**src/aavr_pkg.sv**
```systemverilog
package aavr_pkg;

    // coordinate format
    localparam int COORD_WIDTH       = 32;
    localparam int FRAC_BITS         = 16;
    localparam int DEF_CORDIC_STAGES = 16;
    localparam int MAX_CORDIC_STAGES = 32;

    // pi in Q62, rounded
    localparam logic [63:0] PI_Q62 = 64'hC90FDAA22168C235;

    // pi scaled down by 2^sh, rounded to nearest
    function automatic logic [63:0] pi_const(input int sh);
        logic [64:0] acc;
        logic [64:0] res;
        acc = {1'b0, PI_Q62} + (65'd1 << (sh - 1));
        res = acc >> sh;
        return res[63:0];
    endfunction

    // reduced angle, Q(FRAC_BITS)
    localparam int ANG_W = 20;
    localparam logic signed [ANG_W-1:0] TWO_PI  = ANG_W'(pi_const(61 - FRAC_BITS));
    localparam logic signed [ANG_W-1:0] PI_C    = ANG_W'(pi_const(62 - FRAC_BITS));
    localparam logic signed [ANG_W-1:0] HALF_PI = ANG_W'(pi_const(63 - FRAC_BITS));
    localparam int RED_STEPS = COORD_WIDTH - $clog2(int'(TWO_PI));

    // cordic datapath, Q30
    localparam int ONE_SH = 30;
    localparam int XY_W   = 33;
    localparam int Z_W    = 34;

    localparam logic [31:0] ATAN_Q30 [MAX_CORDIC_STAGES] = '{
        32'h3243F6A8, 32'h1DAC6705, 32'h0FADBAFC, 32'h07F56EA6,
        32'h03FEAB76, 32'h01FFD55B, 32'h00FFFAAA, 32'h007FFF55,
        32'h003FFFEA, 32'h001FFFFD, 32'h000FFFFF, 32'h0007FFFF,
        32'h0003FFFF, 32'h0001FFFF, 32'h0000FFFF, 32'h00007FFF,
        32'h00003FFF, 32'h00001FFF, 32'h00000FFF, 32'h000007FF,
        32'h000003FF, 32'h000001FF, 32'h000000FF, 32'h0000007F,
        32'h0000003F, 32'h0000001F, 32'h0000000F, 32'h00000007,
        32'h00000003, 32'h00000001, 32'h00000000, 32'h00000000
    };

    // unit-vector normalizer
    localparam int NORM_TOP = 29;
    localparam int M_W      = 30;
    localparam int ROOT_W   = 31;
    localparam int Q_W      = 33;
    localparam int DIV_W    = 64;
    localparam int RECIP_SH = 61;
    localparam int UNIT_LAT = 5 + ROOT_W + Q_W + 2;

    // rodrigues datapath
    localparam int PW = 72;
    localparam int RW = 40;
    localparam logic signed [RW-1:0] ONE_Q30 = RW'(64'd1 << ONE_SH);
    localparam logic signed [RW-1:0] SAT_HI  = RW'((64'd1 << (COORD_WIDTH - 1)) - 64'd1);
    localparam logic signed [RW-1:0] SAT_LO  = -SAT_HI - RW'(1);
    localparam logic [COORD_WIDTH-1:0] OUT_MAX = {1'b0, {(COORD_WIDTH-1){1'b1}}};
    localparam logic [COORD_WIDTH-1:0] OUT_MIN = {1'b1, {(COORD_WIDTH-1){1'b0}}};

    localparam int FIFO_DEPTH = 2;

    typedef struct packed {
        logic [2:0][COORD_WIDTH-1:0] vec;
        logic [2:0][COORD_WIDTH-1:0] axis;
        logic signed [ANG_W-1:0]     ang;
        logic                        neg;
    } t_item;

    // signed full product
    function automatic logic signed [PW-1:0] mulw(input logic signed [RW-1:0] a,
                                                 input logic signed [RW-1:0] b);
        return PW'(a) * PW'(b);
    endfunction

    // product scaled by 2^-sh, rounded to nearest, ties away from zero
    function automatic logic signed [RW-1:0] rnd_shift(input logic signed [PW-1:0] p,
                                                      input int sh);
        logic [PW-1:0] m;
        m = (p < 0) ? PW'(-p) : PW'(p);
        m = (m + (PW'(1) << (sh - 1))) >> sh;
        return (p < 0) ? -RW'(m) : RW'(m);
    endfunction

endpackage

```
**src/aavr_front.sv**
```systemverilog
module aavr_front
    import aavr_pkg::*;
(
    input  logic                        i_clk,
    input  logic                        i_rst_n,
    input  logic                        i_push,
    input  logic [2:0][COORD_WIDTH-1:0] i_vec,
    input  logic [2:0][COORD_WIDTH-1:0] i_axis,
    input  logic [COORD_WIDTH-1:0]      i_angle,
    output logic                        o_valid,
    output t_item                       o_item
);

    typedef struct packed {
        logic [2:0][COORD_WIDTH-1:0] vec;
        logic [2:0][COORD_WIDTH-1:0] axis;
        logic [COORD_WIDTH-1:0]      rem;
        logic                        sgn;
    } t_red;

    t_red             r_red [RED_STEPS+1];
    logic [RED_STEPS:0] r_vld;

    // capture beat, split angle into sign and magnitude
    always_ff @(posedge i_clk) begin
        r_red[0].vec  <= i_vec;
        r_red[0].axis <= i_axis;
        r_red[0].sgn  <= i_angle[COORD_WIDTH-1];
        r_red[0].rem  <= i_angle[COORD_WIDTH-1] ? (~i_angle + COORD_WIDTH'(1)) : i_angle;
    end

    // remainder by two pi, one quotient bit per stage
    for (genvar j = 0; j < RED_STEPS; j++) begin : g_red
        localparam logic [COORD_WIDTH:0] KS =
            (COORD_WIDTH+1)'(TWO_PI) << (RED_STEPS - 1 - j);
        always_ff @(posedge i_clk) begin
            r_red[j+1].vec  <= r_red[j].vec;
            r_red[j+1].axis <= r_red[j].axis;
            r_red[j+1].sgn  <= r_red[j].sgn;
            if ({1'b0, r_red[j].rem} >= KS) begin
                r_red[j+1].rem <= r_red[j].rem - KS[COORD_WIDTH-1:0];
            end else begin
                r_red[j+1].rem <= r_red[j].rem;
            end
        end
    end

    // valid chain
    always_ff @(posedge i_clk) begin
        if (!i_rst_n) begin
            r_vld   <= '0;
            o_valid <= 1'b0;
        end else begin
            r_vld   <= {r_vld[RED_STEPS-1:0], i_push};
            o_valid <= r_vld[RED_STEPS];
        end
    end

    // fold into [-pi/2, pi/2]
    logic signed [ANG_W-1:0] n_r0, n_r1, n_r2;
    logic                    n_neg;
    always_comb begin
        n_r0 = signed'(r_red[RED_STEPS].rem[ANG_W-1:0]);
        if (r_red[RED_STEPS].sgn && (n_r0 != '0)) begin
            n_r0 = TWO_PI - n_r0;
        end
        n_r1 = (n_r0 > PI_C) ? (n_r0 - TWO_PI) : n_r0;
        n_neg = 1'b0;
        n_r2  = n_r1;
        if (n_r1 > HALF_PI) begin
            n_r2  = n_r1 - PI_C;
            n_neg = 1'b1;
        end else if (n_r1 < -HALF_PI) begin
            n_r2  = n_r1 + PI_C;
            n_neg = 1'b1;
        end
    end

    always_ff @(posedge i_clk) begin
        o_item.vec  <= r_red[RED_STEPS].vec;
        o_item.axis <= r_red[RED_STEPS].axis;
        o_item.ang  <= n_r2;
        o_item.neg  <= n_neg;
    end

endmodule

```
**config.mk**
```make
export PLATFORM = sky130hd
export DESIGN_NAME = aavr_front
export DESIGN_NICKNAME = d
export VERILOG_FILES = /design/src/aavr_pkg.sv /design/src/aavr_front.sv
export SDC_FILE = /design/constraint.sdc
export NUM_CORES = 2
export LEC_CHECK = 0
export BUFFER_PORTS_ARGS = -buffer_cell sky130_fd_sc_hd__buf_2
export CORE_UTILIZATION = 60
export DETAILED_ROUTE_END_ITERATION = 8
export GPL_ROUTABILITY_DRIVEN = 1
export HOLD_SLACK_MARGIN = 0.06
export PLACE_DENSITY = 0.81
export SYNTH_ARGS = -nofsm -noshare
export SYNTH_HDL_FRONTEND = slang
export SYNTH_SLANG_ARGS = --single-unit
```
**constraint.sdc**
```tcl
create_clock -name i_clk -period 13.2 [get_ports i_clk]
set_input_delay 3.96 -clock i_clk [delete_from_list [all_inputs] [get_ports i_clk]]
set_output_delay 3.96 -clock i_clk [all_outputs]
set_load 0.01 [all_outputs]
```
== Word-level counts from Yosys, hierarchy flattened ==
Memories as Yosys holds them, arrays and structs flattened.
Index checks and enable logic that the tools add are counted.
Word-level totals
  flip-flop bits (word level): 228
  RAM bits: 3150
  input bits: 227
  output and inout port bits: 214
  word-level logic and storage cells: 119
  memories kept: 1
Memory list
  r_red: depth 14, width 225, rd ports 14, clocked after memory_dff 0, write ports 14, RTL line aavr_front.sv:21  | t_red r_red [RED_STEPS+1];
Operators by class
  add/sub/neg operators: 18
  order comparisons: 16
  muxes and demuxes: 58
  bitwise gates (word level): 14
  reduce and logical (&&, ||, !) cells: 2
Operator list (number)
  $mux W32: 14
  $mux W20: 4
  $mux W1: 40
  $add A32 B1 Y32 const B: 1
  $ge A32 B19 Y1 const B: 1
  $ge A32 B20 Y1 const B: 1
  $ge A32 B21 Y1 const B: 1
  $ge A32 B22 Y1 const B: 1
  $ge A32 B23 Y1 const B: 1
  $ge A32 B24 Y1 const B: 1
  $ge A32 B25 Y1 const B: 1
  $ge A32 B26 Y1 const B: 1
  $ge A32 B27 Y1 const B: 1
  $ge A32 B28 Y1 const B: 1
  $ge A32 B29 Y1 const B: 1
  $ge A32 B30 Y1 const B: 1
  $ge A32 B31 Y1 const B: 1
  $not A32 Y32: 1
  $sub A32 B19 Y32 const B: 1
  $sub A32 B20 Y32 const B: 1
  $sub A32 B21 Y32 const B: 1
  $sub A32 B22 Y32 const B: 1
  $sub A32 B23 Y32 const B: 1
  $sub A32 B24 Y32 const B: 1
  17 further kinds: 29

== Longest topological paths before layout ==
An unclocked memory read counts as a cell.
  word-level depth: 9
  depth in mapped cells: 22
  mapped depth without buffers: 19

== Worst setup path before layout ==
Ideal clock, no wire load.
  path kind: input -> register
  start: input i_angle[8]
  end: memory r_red[0][30] in the netlist's numbering
  setup time: 0.072 ns
  arrival time: 6.198 ns
  path slack: 6.930 ns
  cell stages on the path: 9
  buffers on the path: 0
  path through: or4_1 -> nor4_1 -> nand2b_1 -> or3_1 -> inv_1 -> nand3_1 -> or3_1 -> o31ai_1 -> xnor2_1
RTL lines
  start, declared: RTL line aavr_front.sv:9  | input logic [COORD_WIDTH-1:0] i_angle,
  end, declared: RTL line aavr_front.sv:21

==> run metrics <==
delay of the slowest cell on the worst path 0.59 ns; post-synthesis xor/xnor area fraction 4.14%; average wire per standard cell 17.3 um; CTS clock-pin slew for the worst setup and hold paths 0.07 ns; Buf/Inv on CP 2; Final Cycle Share 46.6%; Final Hold Viols 0; Crit Path Category in -> reg; htree depth 5; Post-Syn Area 77300 sq um; drt via density 4.69; setup bufs post-CTS 0; Clock Latency Late Sink 0.90 ns; leading area contributor after synthesis dfxtp_1; Final Cell Area 91400 sq um; antenna violations before repair 5; Power Total 23.2 mW; Hold Path Class reg -> reg; total core area 128000 sq um; FF-to-FF Start r_red[1][1133]$_DFF_P_; clock share of power 37.5%; # DRC 0; Post-DRT Antenna Nets 0; die width 361 um; Worst IR Drop VDD 0.195 mV; Hold Startpoint r_red[0][784]$_DFF_P_; die area 130000 sq um; sequential share of power 51.4%; row cnt 131; RSZ-0062 raised after global routing no; PortBufs 440; drt first pass iters 5; io pins 441; Post-synth EDFFs 0; most common cell in the netlist dfxtp_1; initial drt markers 1744; crit-path max FO 4; Area Overhead vs Synth 18.2%; CP Launch Point i_angle[6]; top_reg_cell synth dfxtp_1; largest family of logic cells by synthesized area simple AND/OR/NAND/NOR gates; crit path cell chain buf_2 -> or4_1 -> nor4_1 -> nand2b_1 -> or3_1 -> inv_1 -> nand3_1 -> or3_1 -> o31ai_1 -> xnor2_1; Die Y-Extent 361 um; fin util 71.6%; relative slew slack 19.7%; Fillers 7409; Psw 5.76 mW; fraction of synthesized area in multiplexers 0.154%; final-report max-slew violation count 0; clock root buffer clkbuf_16; Worst Setup End Kind flop; Final setup viols 0; Startpoint Class primary input; All-Layer GR Usage 19.9%; highest clock rate 0.163 GHz; worst slew pin tran 1.20 ns; Synth Register Bits 3366; GRT overflow 0; TritonCTS clock tree built; footprint of the multi-input gates 9610 sq um; Via Count 35400; share of cells above drive strength 1 16.0%; WL final 130 mm; post-synthesis simple-gate area fraction 5.43%; Static Leak 38.8 nW; storage element area 67400 sq um; share of flip-flops with an asynchronous set or reset 0%; Yosys cell types 80; Combinational Power Share 11.1%; Slowest-stage cell, CP or4_1; arrival time at the worst endpoint 6.94 ns; Yosys Warn Count 0; max-capacitance violation count 0; pwr dens 254 nW/um^2; Hold-fix buffers, CTS 0; Post-Syn Nets 5212; Cells after Synth 4966; post-synthesis sequential area ratio 87.1%; net switching share of the total power 24.8%; Final TNS setup 0 ns; most frequent CP cell or3_1; Total Nets Final 5914; top-area cell type share of the netlist area 87.1%; status finished clean; Cell Area, Placed 81400 sq um; critical path's top delay family simple AND/OR/NAND/NOR gates; Tmin final 6.15 ns; Post-DP HPWL 68.4 mm; adder-cell share of the synthesized area 0.307%; gpl congestion 0.823; Worst Path Required 13.99 ns; number of global-route vias before repair 37900; Int Power 17.4 mW; Resized cells post-CTS 0; largest net degree at the start of global routing 33; clock tree buffer depth 4; Num CTS Buffers 304; top post-synthesis cells by area dfxtp_1 87%, xnor2_1 2.7%, xor2_1 1.4%; CTS sink count 3366; Post-synth top cells 3366 x dfxtp_1, 276 x nand2_1, 242 x xnor2_1, 158 x nor2_1, 124 x xor2_1; Initial Util 60.6%; Setup Skew 0.0823 ns; Avg Synthesized Cell Area 15.6 sq um; Synth Area in Compound Gates 2.40%; first-pass GRT wire length 201 mm
[layout by cell type, fill, tap and decap left out, types with 22 or more instances in the layout]
master,Yosys,final
a21oi_1,47,47
and2_1,26,26
buf_2,3,440
bufinv_16,0,22
clkbuf_1,41,58
clkbuf_16,0,311
clkbuf_8,0,58
clkinv_2,0,42
dfxtp_1,3366,3366
inv_1,27,27
nand2_1,276,276
nand2b_1,30,30
nand3_1,50,50
nand4_1,43,43
nor2_1,158,158
nor3_1,76,76
nor4_1,57,57
o21ai_0,61,61
or3_1,35,35
xnor2_1,242,242
xor2_1,124,124
[power by group through the flow]
stage	Clock [mW]	Combinational, mW	Sequential (mW)
after floorplan	0	2.00	11.9
after global placement	0	2.41	12.0
after detailed placement	0	2.48	12.1
after CTS	8.89	2.56	11.9
after global routing	9.33	2.85	12.0
final	8.70	2.57	11.9
[metrics by stage]
step                setup WS (ns)  hold slack [ns]  std cells
finish                       7.05            0.244       7550
global route                 6.79            0.249       7547
CTS                          7.15            0.248       7546
detailed placement           6.26            0.312       7024
global placement             6.28            0.309       7024
floorplan                    6.93            0.310       4966
[state kept, by name, summed over array words and instances, names as in the netlist]
register	count
o_item	213
r_red	3138
o_valid	1
r_vld	14
[cell families (layout without fill, tap and decap cells)]
| kind of cell | count (synthesis) | in the layout |
|---|---|---|
| AO/OA/AOI/OAI | 275 | 275 |
| XOR/XNOR | 366 | 366 |
| adder cells (fa/ha/maj) | 19 | 19 |
| buffers and inverters | 80 | 998 |
| flip-flops | 3366 | 3366 |
| multiplexers | 11 | 11 |
| other | 0 | 4 |
| AND/OR/NAND/NOR | 849 | 849 |
[cell type report]
cell class              count  share of cell area [%]
repair buffers            448                    2.47
well taps                1662                    2.27
clock buffers             427                    9.62
diodes                      4                  0.0109
flip-flops and latches   3366                    73.7
clock inverters            95                    1.27
inverters                  28                   0.115
multi-input cells        1520                    10.5
[worst paths after layout]
check | endpoint | slack (ns) | cells past startpoint
worst max-delay path | r_red[0][30]$_DFF_P_ | 7.05 | 10
worst min-delay path | r_red[0][1009]$_DFF_P_ | 0.24 | 0
worst max register to register | o_item[5]$_DFF_P_ | 7.23 | 16
worst min register to register | r_red[0][1009]$_DFF_P_ | 0.24 | 0
[routing by layer]
layer	up-vias	GRT usage, %	share of wire, %	wire (um)
li1	17500	-	-	-
met1	16700	19.2	36	46700
met2	905	40.3	57	74700
met3	308	3.92	4.0	5200
met4	0	7.75	3.0	3870
met5	-	0	0	0
(Power assumes the default switching activity.)
