<file path="src/aavr_pkg.sv">
package aavr_pkg;

    // coordinate format
    localparam int COORD_WIDTH       = 32;
    localparam int FRAC_BITS         = 16;
    localparam int DEF_CORDIC_STAGES = 16;
    localparam int MAX_CORDIC_STAGES = 32;

    // pi in Q62, rounded
    localparam logic [63:0] PI_Q62 = 64'hC90FDAA22168C235;

    // pi scaled down by 2^sh, rounded to nearest
    function automatic logic [63:0] pi_const(input int sh);
        logic [64:0] acc;
        logic [64:0] res;
        acc = {1'b0, PI_Q62} + (65'd1 << (sh - 1));
        res = acc >> sh;
        return res[63:0];
    endfunction

    // reduced angle, Q(FRAC_BITS)
    localparam int ANG_W = 20;
    localparam logic signed [ANG_W-1:0] TWO_PI  = ANG_W'(pi_const(61 - FRAC_BITS));
    localparam logic signed [ANG_W-1:0] PI_C    = ANG_W'(pi_const(62 - FRAC_BITS));
    localparam logic signed [ANG_W-1:0] HALF_PI = ANG_W'(pi_const(63 - FRAC_BITS));
    localparam int RED_STEPS = COORD_WIDTH - $clog2(int'(TWO_PI));

    // cordic datapath, Q30
    localparam int ONE_SH = 30;
    localparam int XY_W   = 33;
    localparam int Z_W    = 34;

    localparam logic [31:0] ATAN_Q30 [MAX_CORDIC_STAGES] = '{
        32'h3243F6A8, 32'h1DAC6705, 32'h0FADBAFC, 32'h07F56EA6,
        32'h03FEAB76, 32'h01FFD55B, 32'h00FFFAAA, 32'h007FFF55,
        32'h003FFFEA, 32'h001FFFFD, 32'h000FFFFF, 32'h0007FFFF,
        32'h0003FFFF, 32'h0001FFFF, 32'h0000FFFF, 32'h00007FFF,
        32'h00003FFF, 32'h00001FFF, 32'h00000FFF, 32'h000007FF,
        32'h000003FF, 32'h000001FF, 32'h000000FF, 32'h0000007F,
        32'h0000003F, 32'h0000001F, 32'h0000000F, 32'h00000007,
        32'h00000003, 32'h00000001, 32'h00000000, 32'h00000000
    };

    // unit-vector normalizer
    localparam int NORM_TOP = 29;
    localparam int M_W      = 30;
    localparam int ROOT_W   = 31;
    localparam int Q_W      = 33;
    localparam int DIV_W    = 64;
    localparam int RECIP_SH = 61;
    localparam int UNIT_LAT = 5 + ROOT_W + Q_W + 2;

    // rodrigues datapath
    localparam int PW = 72;
    localparam int RW = 40;
    localparam logic signed [RW-1:0] ONE_Q30 = RW'(64'd1 << ONE_SH);
    localparam logic signed [RW-1:0] SAT_HI  = RW'((64'd1 << (COORD_WIDTH - 1)) - 64'd1);
    localparam logic signed [RW-1:0] SAT_LO  = -SAT_HI - RW'(1);
    localparam logic [COORD_WIDTH-1:0] OUT_MAX = {1'b0, {(COORD_WIDTH-1){1'b1}}};
    localparam logic [COORD_WIDTH-1:0] OUT_MIN = {1'b1, {(COORD_WIDTH-1){1'b0}}};

    localparam int FIFO_DEPTH = 2;

    typedef struct packed {
        logic [2:0][COORD_WIDTH-1:0] vec;
        logic [2:0][COORD_WIDTH-1:0] axis;
        logic signed [ANG_W-1:0]     ang;
        logic                        neg;
    } t_item;

    // signed full product
    function automatic logic signed [PW-1:0] mulw(input logic signed [RW-1:0] a,
                                                 input logic signed [RW-1:0] b);
        return PW'(a) * PW'(b);
    endfunction

    // product scaled by 2^-sh, rounded to nearest, ties away from zero
    function automatic logic signed [RW-1:0] rnd_shift(input logic signed [PW-1:0] p,
                                                      input int sh);
        logic [PW-1:0] m;
        m = (p < 0) ? PW'(-p) : PW'(p);
        m = (m + (PW'(1) << (sh - 1))) >> sh;
        return (p < 0) ? -RW'(m) : RW'(m);
    endfunction

endpackage

</file>
<file path="src/aavr_fifo.sv">
module aavr_fifo
    import aavr_pkg::*;
#(
    parameter int DEPTH = FIFO_DEPTH
) (
    input  logic  i_clk,
    input  logic  i_rst_n,
    input  logic  i_push,
    input  t_item i_data,
    input  logic  i_pop,
    output logic  o_empty,
    output logic  o_full,
    output t_item o_data
);

    localparam int PTR_W = (DEPTH > 1) ? $clog2(DEPTH) : 1;
    localparam int CNT_W = $clog2(DEPTH + 1);

    t_item             r_mem [DEPTH];
    logic [PTR_W-1:0]  r_wr, r_rd;
    logic [CNT_W-1:0]  r_cnt;
    logic              w_push, w_pop;

    assign o_empty = (r_cnt == '0);
    assign o_full  = (r_cnt == CNT_W'(DEPTH));
    assign w_push  = i_push && !o_full;
    assign w_pop   = i_pop && !o_empty;
    assign o_data  = r_mem[r_rd];

    // pointers and fill count
    always_ff @(posedge i_clk) begin
        if (!i_rst_n) begin
            r_wr  <= '0;
            r_rd  <= '0;
            r_cnt <= '0;
        end else begin
            if (w_push) begin
                r_wr <= (r_wr == PTR_W'(DEPTH - 1)) ? '0 : r_wr + PTR_W'(1);
            end
            if (w_pop) begin
                r_rd <= (r_rd == PTR_W'(DEPTH - 1)) ? '0 : r_rd + PTR_W'(1);
            end
            r_cnt <= r_cnt + CNT_W'(w_push) - CNT_W'(w_pop);
        end
    end

    // entry storage
    always_ff @(posedge i_clk) begin
        if (w_push) begin
            r_mem[r_wr] <= i_data;
        end
    end

endmodule

</file>
<file path="config.mk">
export PLATFORM = sky130hd
export DESIGN_NAME = aavr_fifo
export DESIGN_NICKNAME = d
export VERILOG_FILES = /design/src/aavr_pkg.sv /design/src/aavr_fifo.sv
export SDC_FILE = /design/constraint.sdc
export NUM_CORES = 1
export LEC_CHECK = 0
export BUFFER_PORTS_ARGS = -buffer_cell sky130_fd_sc_hd__buf_4
export CORE_ASPECT_RATIO = 0.5
export CORE_MARGIN = 4
export CORE_UTILIZATION = 40
export CTS_CLUSTER_DIAMETER = 120
export DETAILED_ROUTE_END_ITERATION = 16
export GPL_ROUTABILITY_DRIVEN = 0
export GPL_TIMING_DRIVEN = 0
export PLACE_DENSITY = 0.69
export SKIP_LAST_GASP = 1
export SYNTH_ARGS = -nofsm -noshare
export SYNTH_HDL_FRONTEND = slang
export SYNTH_SLANG_ARGS = --single-unit
</file>
<file path="constraint.sdc">
create_clock -name i_clk -period 14.1 [get_ports i_clk]
set_input_delay 2.82 -clock i_clk [delete_from_list [all_inputs] [get_ports i_clk]]
set_output_delay 2.82 -clock i_clk [all_outputs]
set_load 0.03 [all_outputs]
</file>
; ---- Word-level counts from Yosys, hierarchy flattened
; Memory sizes are Yosys's and may differ from the RTL's. A register that Yosys moved wholly into a read port is not among the register bits.
; Cells that the tools add are included.
[word_totals]
register_bits = 4
latch_bits = 0
mem_bits_rw = 426
mem_bits_ro = 0
inputBits = 217
out_inout_bits = 215
elab_cells = 20
memories = 1
[memory_table]
columns = name, words, width, read_ports, rd_ports_with_merged_regs, wr, line_no
row1 = r_mem, 2, 213, 1, 1, 1, aavr_fifo.sv:19  ; t_item r_mem [DEPTH];
[op_classes]
addsub = 4
n_mul = 0
n_div = 0
magnitude_cmp = 0
eq_ne = 1
n_shift = 0
n_mux = 6
n_bitwise = 0
reduce_logical = 5
[ops]
columns = operator, n
row1 = 1-bit 2-to-1 mux, 6
row2 = "1-bit adder, second input constant", 2
row3 = 2-bit by 1-bit adder with 2-bit output, 1
row4 = "2-bit equality test, second input constant", 1
row5 = 1-bit logical AND, 2
row6 = 1-bit zero test, 2
row7 = 2-bit zero test, 1
row8 = 2-bit by 1-bit subtractor with 2-bit output, 1

; ---- Logic depth before layout (Yosys ltp)
; Gate-level depths: netlist of the first run.
[logic_depth]
depth_word = 5
depth_mapped = 8
mapped_depth_nobuf = 8

; ---- Worst setup path after synthesis of the first run
; No wires, ideal clock.
[synth_path]
path_kind = input -> register
startpoint = in i_push
endpoint = mem r_mem[0][0] in the netlist's numbering, enable pin
setup_time_ns = 0.790
t_arrival_ns = 11.743
required_time_ns = 13.310
path_slack_ns = 1.568
cell_stages = 2
path_buffers = 0
path_cell_list = nand2_1 > nor2_1
[synth_via]
elab_chain_len = 3
[synth_lines]
columns = element, line_no
row1 = start: declaration, aavr_fifo.sv:8  ; input logic i_push,
row2 = 1-bit logical AND, aavr_fifo.sv:26  ; assign w_push = i_push && !o_full;
row3 = 1-bit 2-to-1 mux, aavr_fifo.sv:49  ; if (w_push) begin
row4 = 1-bit 2-to-1 mux (not written as such), aavr_fifo.sv:50  ; r_mem[r_wr] <= i_data;
row5 = end: declaration, aavr_fifo.sv:19
; Every way passes these cells.

==> results.toml, run 1 <==
[outcome]
status = "complete, no violations"

[route]
routed_wl_um = 39600
drtAntennaViolNets = 0
first_iter_violations = 411
dr.pass1.iters = 5
vias = 8237
drc_errors = 0
drt-wirelength-per-cell_um = 22.9
via_per_inst = 4.76

[clock_tree]
clkSinkCount = 431
cts-resized-gates = 0
cts_tree = "built"
cts_buffers = 40
root_buffer = "clkbuf_16"
ctsHoldBuffers = 0
cts.reportedPaths.clkPinSlew_ps = 60
clk_latency_ps = 540
clock_path_buffers = 3
cts_setup_buffers = 0
htreeDepth = 2

[placement]
dp_hpwl_um = 29200
placed_area_um2 = 20500
pre_cts_ws_ps = 9220
io_buffers = 431

[floorplanning]
initial_core_util_pct = 41.2
ioPinCount = 432
die-area_um2 = 44300
core_area_um2 = 39600
die_w_um = 294
num_rows = 51
die_h_um = 151

[timing]
fin_worst_skew_ps = 21.6
final-setup-viol-count = 0
min_period_over_period_pct = 33.7
max-slew-margin-rel_pct = 43.3
fmax_mhz = 210
finalMaxSlewViolations = 0
layout_min_cycle_time_ps = 4750
fin_ws_ps = 9350
grt_setup_unrepaired = "no"
worst_pin_slew_ps = 848
hold_viol = 0

[worst_setup_path]
cp-end-kind = "primary output"
rr_worst_depth = 6
reg2reg_from = "r_cnt[0]"
cp_max_fo = 10
cp.arrival_ps = 1930
crit_type = "flip-flop to primary output"
required_ps = 11280
start_kind = "flip-flop"

[synthesis]
synth.area.top_cells = "edfxtp_1, mux2_4, mux2_2"
synth_ff_type = "edfxtp_1"
ys_async_sr_fraction_pct = 0
ys_types = 18
syn_avg_cell_area_um2 = 23.6
yosys_warnings = 0
syn_nets = 909
synth-seq-area-share_pct = 79.1
synth.top_cell.area_share_pct = 78.4
syn_area_um2 = 16300
ys_ff_latch = 431
synth_top_area_cell = "edfxtp_1"
synth_enable_flop_cells = 426
synthCells = 690

[min_path]
min_from = "r_rd"
holdCritPathClass = "flip-flop to flip-flop"
hold_depth = 2

[power_and_ir_drop]
p_leak_nw = 8.40
powerDensity_nw_per_um2 = 205
ir_drop_mv = 0.150

[cells_and_area]
fin_nets = 1392
syn_to_final_growth_pct = 33.1
drive_above_1_share_pct = 61.1
fillers = 3096
finish.instance_area_um2 = 21700

[global_route]
grt_pass1_vias = 8930
grt_first_pass_wirelength_um = 55700
grt_use_total_pct = 17.0
antenna_found_initial = 1
grt_max_degree = 66
grt-ovfl-total = 0

[flow_run]
maxCapViolCount = 0
[layer usage]
metal	routed length (um)	track usage (%)	up-vias
met2	23700	34.7	150
met5	0	0	-
li1	-	-	3718
met1	13800	17.9	4309
met3	1080	2.67	60
met4	1100	5.44	0
[layout make-up]
class                      instances  area (um^2)  share of cell area, %
sequential                       431        12900                   59.4
timing repair buffer             441         3470                   16.0
multi-input combinational        232         3170                   14.6
clock buffer                      51         1060                   4.90
tap                              530          663                   3.06
buffer                            24          245                   1.13
clock inverter                    19          181                  0.836
inverter                           3         11.3                 0.0519
antenna                            1         2.50                 0.0115
[placed cells by master (no fill, tap or decap), types with 2 or more instances in the layout]
master and n:
mux2_4 170, buf_4 431, dfxtp_1 5, buf_16 5
buf_6 20, mux2_2 43, buf_12 5, inv_1 3
clkinv_2 5, ha_1 2, clkinvlp_4 2, bufinv_16 3
and2_1 2, clkbuf_1 10, nor2_1 4, clkinv_1 6
clkbuf_16 41, nand2_1 2, nand2b_1 2, inv_6 2
buf_2 4, edfxtp_1 426
[sequential cells by signal (all words and copies together) (netlist names), named ones only]
register / flops
r_mem: 426
r_cnt: 2
r_rd: 1
r_wr: 1
[worst max-delay path, stage by stage (launching register included)]
cell and delay, ps:
dfxtp_1 320, buf_6 140, buf_6 200, buf_6 210, mux2_4 340, buf_4 180
[report_power, final]
group	internal, mW	switching, mW	leakage, nW
registers	1.65	0.0500	4.02
logic	0.725	0.968	3.77
clock network	0.591	0.460	0.604
[logic make-up (layout without fill, tap and decap cells)]
group	count (synthesis)	count (layout)	synth area share [%]
flops	431	431	79.1
mux	214	214	18.7
buf+inv	27	538	1.57
simple gates	13	13	0.384
fa+ha+maj	2	2	0.153
xor+xnor	2	2	0.107
compound gates	1	1	0.0461
other cells	0	1	0
[synth_stat cells (2+ instances only)]
| cell type | instances |
|---|---|
| and2_1 | 2 |
| buf_2 | 4 |
| buf_6 | 20 |
| dfxtp_1 | 5 |
| edfxtp_1 | 426 |
| ha_1 | 2 |
| inv_1 | 3 |
| mux2_2 | 43 |
| mux2_4 | 170 |
| nand2_1 | 2 |
| nand2b_1 | 2 |
| nor2_1 | 5 |
[final timing paths]
kind | slack [ps] | end
max | 9350 | o_data[75]
min | 530 | flip-flop
max reg2reg | 11610 | r_mem[0][75]
min reg2reg | 530 | flip-flop
[per-stage QoR]
| stage | utilization, % | std cells | total power [mW] | hold slack (ps) | setup TNS, ps |
|---|---|---|---|---|---|
| 4_1_cts | 54.9 | 1731 | 4.50 | 538 | 0 |
| 5_1_grt | 54.9 | 1732 | 4.61 | 573 | 0 |
| 3_5_place_dp | 51.7 | 1661 | 3.44 | 517 | 0 |
| 6_report | 54.9 | 1732 | 4.44 | 529 | 0 |
| 3_3_place_gp | 51.1 | 1651 | 3.47 | 464 | -681350 |
| 2_1_floorplan | - | 690 | 2.88 | 455 | 0 |
Note: power is estimated with default switching activity, not from simulation.
==> run 2: changes to the inputs <==
--- a/config.mk
+++ b/config.mk
@@ -5,6 +5,7 @@
 export SDC_FILE = /design/constraint.sdc
 export NUM_CORES = 1
 export LEC_CHECK = 0
+export ABC_AREA = 1
 export BUFFER_PORTS_ARGS = -buffer_cell sky130_fd_sc_hd__buf_4
 export CORE_ASPECT_RATIO = 0.5
 export CORE_MARGIN = 4
==> constraint.sdc (replaced) <==
create_clock -name i_clk -period 4.9 [get_ports i_clk]
set_input_delay 0.98 -clock i_clk [delete_from_list [all_inputs] [get_ports i_clk]]
set_output_delay 0.98 -clock i_clk [all_outputs]
set_load 0.03 [all_outputs]
==> run 2 against run 1 <==
Effect of this change:
- die area is essentially flat
- worst hold slack lost 3.5 ps
- wire length shrank 0.20%
- via count is essentially flat
- global-route usage grew 0.12 points
- core utilization is essentially flat
- sequential cell count is the same
- critical endpoint is now o_data[120]
==> results.toml, run 2 <==
[cells_and_area]
largest_register_ffs = 426
drive_above_1_share_pct = 60.5
fillers = 3112
final_cell_mix = "buf_4, edfxtp_1, mux2_4"
antennaDiodeCount = 0
fin_nets = 1407
largest_registers = "r_mem x426, r_cnt x2"
register_area_um2 = 12900
syn_to_final_growth_pct = 33.0
top_register = "r_mem"
fin_util_pct = 54.9
multi_input_area_um2 = 3160
layout_commonest_cell = "buf_4"

[flow_run]
maxCapViolCount = 0

[global_route]
grt_pass1_vias = 8910
grt-ovfl-total = 0
grt_use_total_pct = 17.1
grt_first_pass_wirelength_um = 55900
antenna_found_initial = 0
grt_max_degree = 43

[worst_setup_path]
cp_max_fo = 10
worstPathCellList = "buf_6, buf_6, buf_6, mux2_4, buf_4"
cp-end-kind = "primary output"
cp.arrival_ps = 1930
start_kind = "flip-flop"
slowest_stage = "mux2_4"
slowest_delay_ps = 330
cp_common_cell = "buf_6"
required_ps = 3920
crit_type = "flip-flop to primary output"

[power_and_ir_drop]
combPwrFrac_pct = 35.1
switchingPower_mw = 3.81
p_leak_nw = 8.42
ir_drop_mv = 0.338
p_int_mw = 8.03
seqPwrFrac_pct = 40.5
p_clk_share_pct = 24.5
powerDensity_nw_per_um2 = 545
swShare_pct = 32.2
power.total_mw = 11.8

[synthesis]
synth.most_common_cell = "edfxtp_1"
synth_enable_flop_cells = 426
synth_common_cells = "edfxtp_1, mux2_4, mux2_2"
synth.area.top_cells = "edfxtp_1, mux2_4, mux2_2"
yosys_warnings = 0
synth.top_cell.area_share_pct = 78.4
synth_ff_type = "edfxtp_1"
synth_top_area_cell = "edfxtp_1"
synth-seq-area-share_pct = 79.0
syn_nets = 920
synthCells = 701
syn_avg_cell_area_um2 = 23.3
ys_async_sr_fraction_pct = 0
syn_area_um2 = 16300
ys_ff_latch = 431
ys_types = 12

[clock_tree]
cts-resized-gates = 0
cts_buffers = 40
ctsHoldBuffers = 0
clock_path_buffers = 3
htreeDepth = 2
clkSinkCount = 431
cts_tree = "built"
clk_latency_ps = 530
cts.reportedPaths.clkPinSlew_ps = 60
root_buffer = "clkbuf_16"
cts_setup_buffers = 0

[min_path]
holdCritPathClass = "flip-flop to flip-flop"

[route]
drc_errors = 0
via_per_inst = 4.72
vias = 8243
routed_wl_um = 39500
drtAntennaViolNets = 0
dr.pass1.iters = 6
drt-wirelength-per-cell_um = 22.7
first_iter_violations = 491

[floorplanning]
core_area_um2 = 39600
num_rows = 51
die-area_um2 = 44300
die_w_um = 294
ioPinCount = 432
die_h_um = 151
initial_core_util_pct = 41.3

[timing]
final-setup-viol-count = 0
layout_min_cycle_time_ps = 2910
min_period_over_period_pct = 59.3
hold_viol = 0
finalMaxSlewViolations = 0
worst_pin_slew_ps = 447
max-slew-margin-rel_pct = 70.1
grt_setup_unrepaired = "no"
fmax_mhz = 344
fin_worst_skew_ps = 10.1

[placement]
dp_hpwl_um = 29500
io_buffers = 431

[outcome]
status = "complete, no violations"
==> run 2: cell types whose count changed after synthesis, sizes merged, moves of 2 or more <==
cell    previous run  this run
nand2              2         9
inv                3         9
nand3              0         3
nor2               5         8
a21oi              0         2
and2               2         0
nand2b             2         0
==> run 2: final cells by class <==
cell class / instances / share of cell area (%)
sequential: 431 / 59.4
tap: 530 / 3.05
timing repair buffer: 445 / 16.3
clock buffer: 46 / 4.81
buffer: 24 / 1.13
multi-input combinational: 237 / 14.5
clock inverter: 23 / 0.663
inverter: 9 / 0.173
==> run 2: logic make-up (layout without fill, tap and decap cells) <==
logic type                 count (synthesis)  after routing  synth area share, %
adders and majority gates                  2              2                0.153
buffers and inverters                     33            547                 1.71
AOI/OAI and AO/OA                          2              2               0.0613
and+or+nand+nor                           20             20                0.483
DFF                                      431            431                 79.0
muxes                                    213            213                 18.6
==> run 2: metal layers <==
| layer | global-route usage (%) | part of all wire [%] | routed length [um] | up-vias |
|---|---|---|---|---|
| met3 | 2.90 | 3.0 | 1170 | 71 |
| met1 | 18.2 | 35 | 13800 | 4268 |
| li1 | - | - | - | 3750 |
| met4 | 6.13 | 3.4 | 1350 | 0 |
| met2 | 34.2 | 59 | 23200 | 154 |
| met5 | 0 | 0 | 0 | - |
==> run 2: stage by stage <==
| stage | hold WS [ps] | TNS [ps] | cells | cell area [um^2] | worst slack, ps |
|---|---|---|---|---|---|
| after global placement | 489 | -678610 | 1662 | 20200 | -1730 |
| after detailed placement | 508 | 0 | 1676 | 20500 | 1550 |
| after floorplan | 467 | 0 | 701 | 16300 | 223 |
| after CTS | 524 | 0 | 1745 | 21700 | 1920 |
| final | 525 | 0 | 1745 | 21700 | 1990 |
| after global routing | 548 | 0 | 1745 | 21700 | 1860 |
==> run 2: worst max-delay path: cells and delay by family (launching register included) <==
family	cells	cell delay, ps
DFF	1	320
muxes	1	330
buffers and inverters	4	740
==> run 2: path summary, 6_finish.rpt <==
check / from / end / slack (ps) / cells past startpoint
worst max register to register: r_cnt[0] / r_mem[0][43] / 2090 / 10
worst max-delay path: flip-flop / o_data[120] / 1990 / 5
worst min-delay path: r_rd / flip-flop / 530 / 2
worst min register to register: r_rd / flip-flop / 530 / 2
==> run 2: power by group through the flow <==
stage                     combinational [mW]  sequential [mW]  clock (mW)
final                                   4.15             4.79        2.90
after global routing                    4.32             4.83        3.16
after CTS                               4.20             4.79        2.99
after detailed placement                4.19             4.87           0
after global placement                  4.02             4.95           0
after floorplan                         2.65             4.90           0
==> run 3: changes to the inputs <==
--- a/config.mk
+++ b/config.mk
@@ -5,7 +5,7 @@
 export SDC_FILE = /design/constraint.sdc
 export NUM_CORES = 1
 export LEC_CHECK = 0
-export ABC_AREA = 1
+export ABC_AREA = 0
 export BUFFER_PORTS_ARGS = -buffer_cell sky130_fd_sc_hd__buf_4
 export CORE_ASPECT_RATIO = 0.5
 export CORE_MARGIN = 4
@@ -14,7 +14,7 @@
 export DETAILED_ROUTE_END_ITERATION = 16
 export GPL_ROUTABILITY_DRIVEN = 0
 export GPL_TIMING_DRIVEN = 0
-export PLACE_DENSITY = 0.69
+export PLACE_DENSITY = 0.72
 export SKIP_LAST_GASP = 1
 export SYNTH_ARGS = -nofsm -noshare
 export SYNTH_HDL_FRONTEND = slang
==> constraint.sdc (replaced) <==
create_clock -name i_clk -period 2.5 [get_ports i_clk]
set_input_delay 0.5 -clock i_clk [delete_from_list [all_inputs] [get_ports i_clk]]
set_output_delay 0.5 -clock i_clk [all_outputs]
set_load 0.03 [all_outputs]
==> run 3 against run 2 <==
Effect of this change:
- worst hold slack got worse by 370 ps
- sequential cell count did not move
- count of clock-buffer cells in the layout did not move
- critical path depth did not move
- die area barely moved
- sequential power rose by 100%
- via count fell by 0.13%
- largest power group unchanged
==> results.toml, run 3 (synthesized netlist as in run 1, its figures left out) <==
[route]
dr.pass1.iters = 4
drc_errors = 0
first_iter_violations = 524
vias = 8232
drtAntennaViolNets = 0
routed_wl_um = 39600
via_per_inst = 4.76
drt-wirelength-per-cell_um = 22.9

[cells_and_area]
final_cell_mix = "buf_4, edfxtp_1, mux2_4"
largest_registers = "r_mem x426, r_cnt x2"
top_register = "r_mem"
final_cells = 1731
largest_register_ffs = 426
syn_to_final_growth_pct = 32.8
layout_commonest_cell = "buf_4"
fin_nets = 1392
fillers = 3097
drive_above_1_share_pct = 61.4

[timing]
max-slew-margin-rel_pct = 51.9
worst_pin_slew_ps = 722
hold_viol = 0
fin_ws_ps = 84.4
fmax_mhz = 414
hold-worst-slack_ps = 153
grt_setup_unrepaired = "yes"
final-setup-viol-count = 0
finalMaxSlewViolations = 0
setup-tns-final_ps = 0
min_period_over_period_pct = 96.6
layout_min_cycle_time_ps = 2420
fin_worst_skew_ps = 20.4

[floorplanning]
die_w_um = 294
initial_core_util_pct = 41.2
die-area_um2 = 44300
num_rows = 51
ioPinCount = 432
die_h_um = 151
core_area_um2 = 39600

[clock_tree]
cts_buffers = 40
clkSinkCount = 431
htreeDepth = 2
ctsHoldBuffers = 0
cts.reportedPaths.clkPinSlew_ps = 70
cts_tree = "built"
root_buffer = "clkbuf_16"
cts_setup_buffers = 0
clk_latency_ps = 530
clock_path_buffers = 3
cts-resized-gates = 0

[global_route]
antenna_found_initial = 2
grt_first_pass_wirelength_um = 56100
grt-ovfl-total = 0
grt_use_total_pct = 17.1
grt_max_degree = 66
grt_pass1_vias = 8938

[power_and_ir_drop]
p_leak_nw = 8.37
power.total_mw = 24.7
ir_drop_mv = 0.516
powerDensity_nw_per_um2 = 1140

[worst_setup_path]
cp.arrival_ps = 1920
reg2reg_from = "r_cnt[0]"
required_ps = 2000
reg2reg_to = "r_mem[1][85]"
cp_max_fo = 10
rr_worst_depth = 4
start_kind = "flip-flop"
crit_type = "flip-flop to primary output"
reg2reg_setup_slack_ps = 240
crit_path_end = "o_data[73]"
cp-end-kind = "primary output"

[flow_run]
maxCapViolCount = 0

[placement]
pre_cts_ws_ps = 107
io_buffers = 431
dp_cells = 1661
dp_hpwl_um = 29400

[outcome]
status = "complete, no violations"

[min_path]
min_from = "i_data[146]"
holdCritPathClass = "input pin to flip-flop"
## run 3: metrics by stage
step | area [um^2] | utilization (%)
after floorplan | 16300 | -
after global placement | 20200 | 51.2
after detailed placement | 20500 | 51.8
after CTS | 21600 | 54.7
after global routing | 21700 | 54.8
final | 21700 | 54.8
## run 3: cell type report
class / instances / area, um^2 / area share [%]
Clock inverter: 21 / 130 / 0.601
Multi-Input combinational cell: 232 / 3200 / 14.8
Clock buffer: 46 / 1040 / 4.82
Buffer: 24 / 253 / 1.17
Sequential cell: 431 / 12900 / 59.5
Tap cell: 530 / 663 / 3.06
Timing Repair Buffer: 441 / 3470 / 16.0
Inverter: 3 / 11.3 / 0.0520
Antenna cell: 3 / 7.51 / 0.0347
## run 3: report_power, final
part	total, mW	switching (mW)	internal [mW]
clock network	5.64	2.55	3.09
logic	9.52	5.42	4.10
registers	9.58	0.283	9.30
total	24.7	8.26	16.5
## run 3: worst max-delay path: stages (launching register included)
cell and delay (ps):
dfxtp_1 320, buf_6 120, buf_6 210, buf_6 220, mux2_4 310, buf_4 170
## run 3: worst min path at each step
stage               endpoint  depth (start not counted)
3_3_place_gp            r_wr                          2
3_5_place_dp            r_rd                          2
2_1_floorplan      flip-flop                          2
6_report       r_mem[0][146]                          1
4_1_cts        r_mem[0][146]                          1
5_1_grt        r_mem[0][151]                          1
## run 3: layer usage
metal  share of wire, %  up-vias  track usage (%)
met3                3.3       62             3.00
met5                  0        -                0
met1                 35     4299             18.2
met4                2.9        0             6.44
li1                   -     3707                -
met2                 58      164             33.9
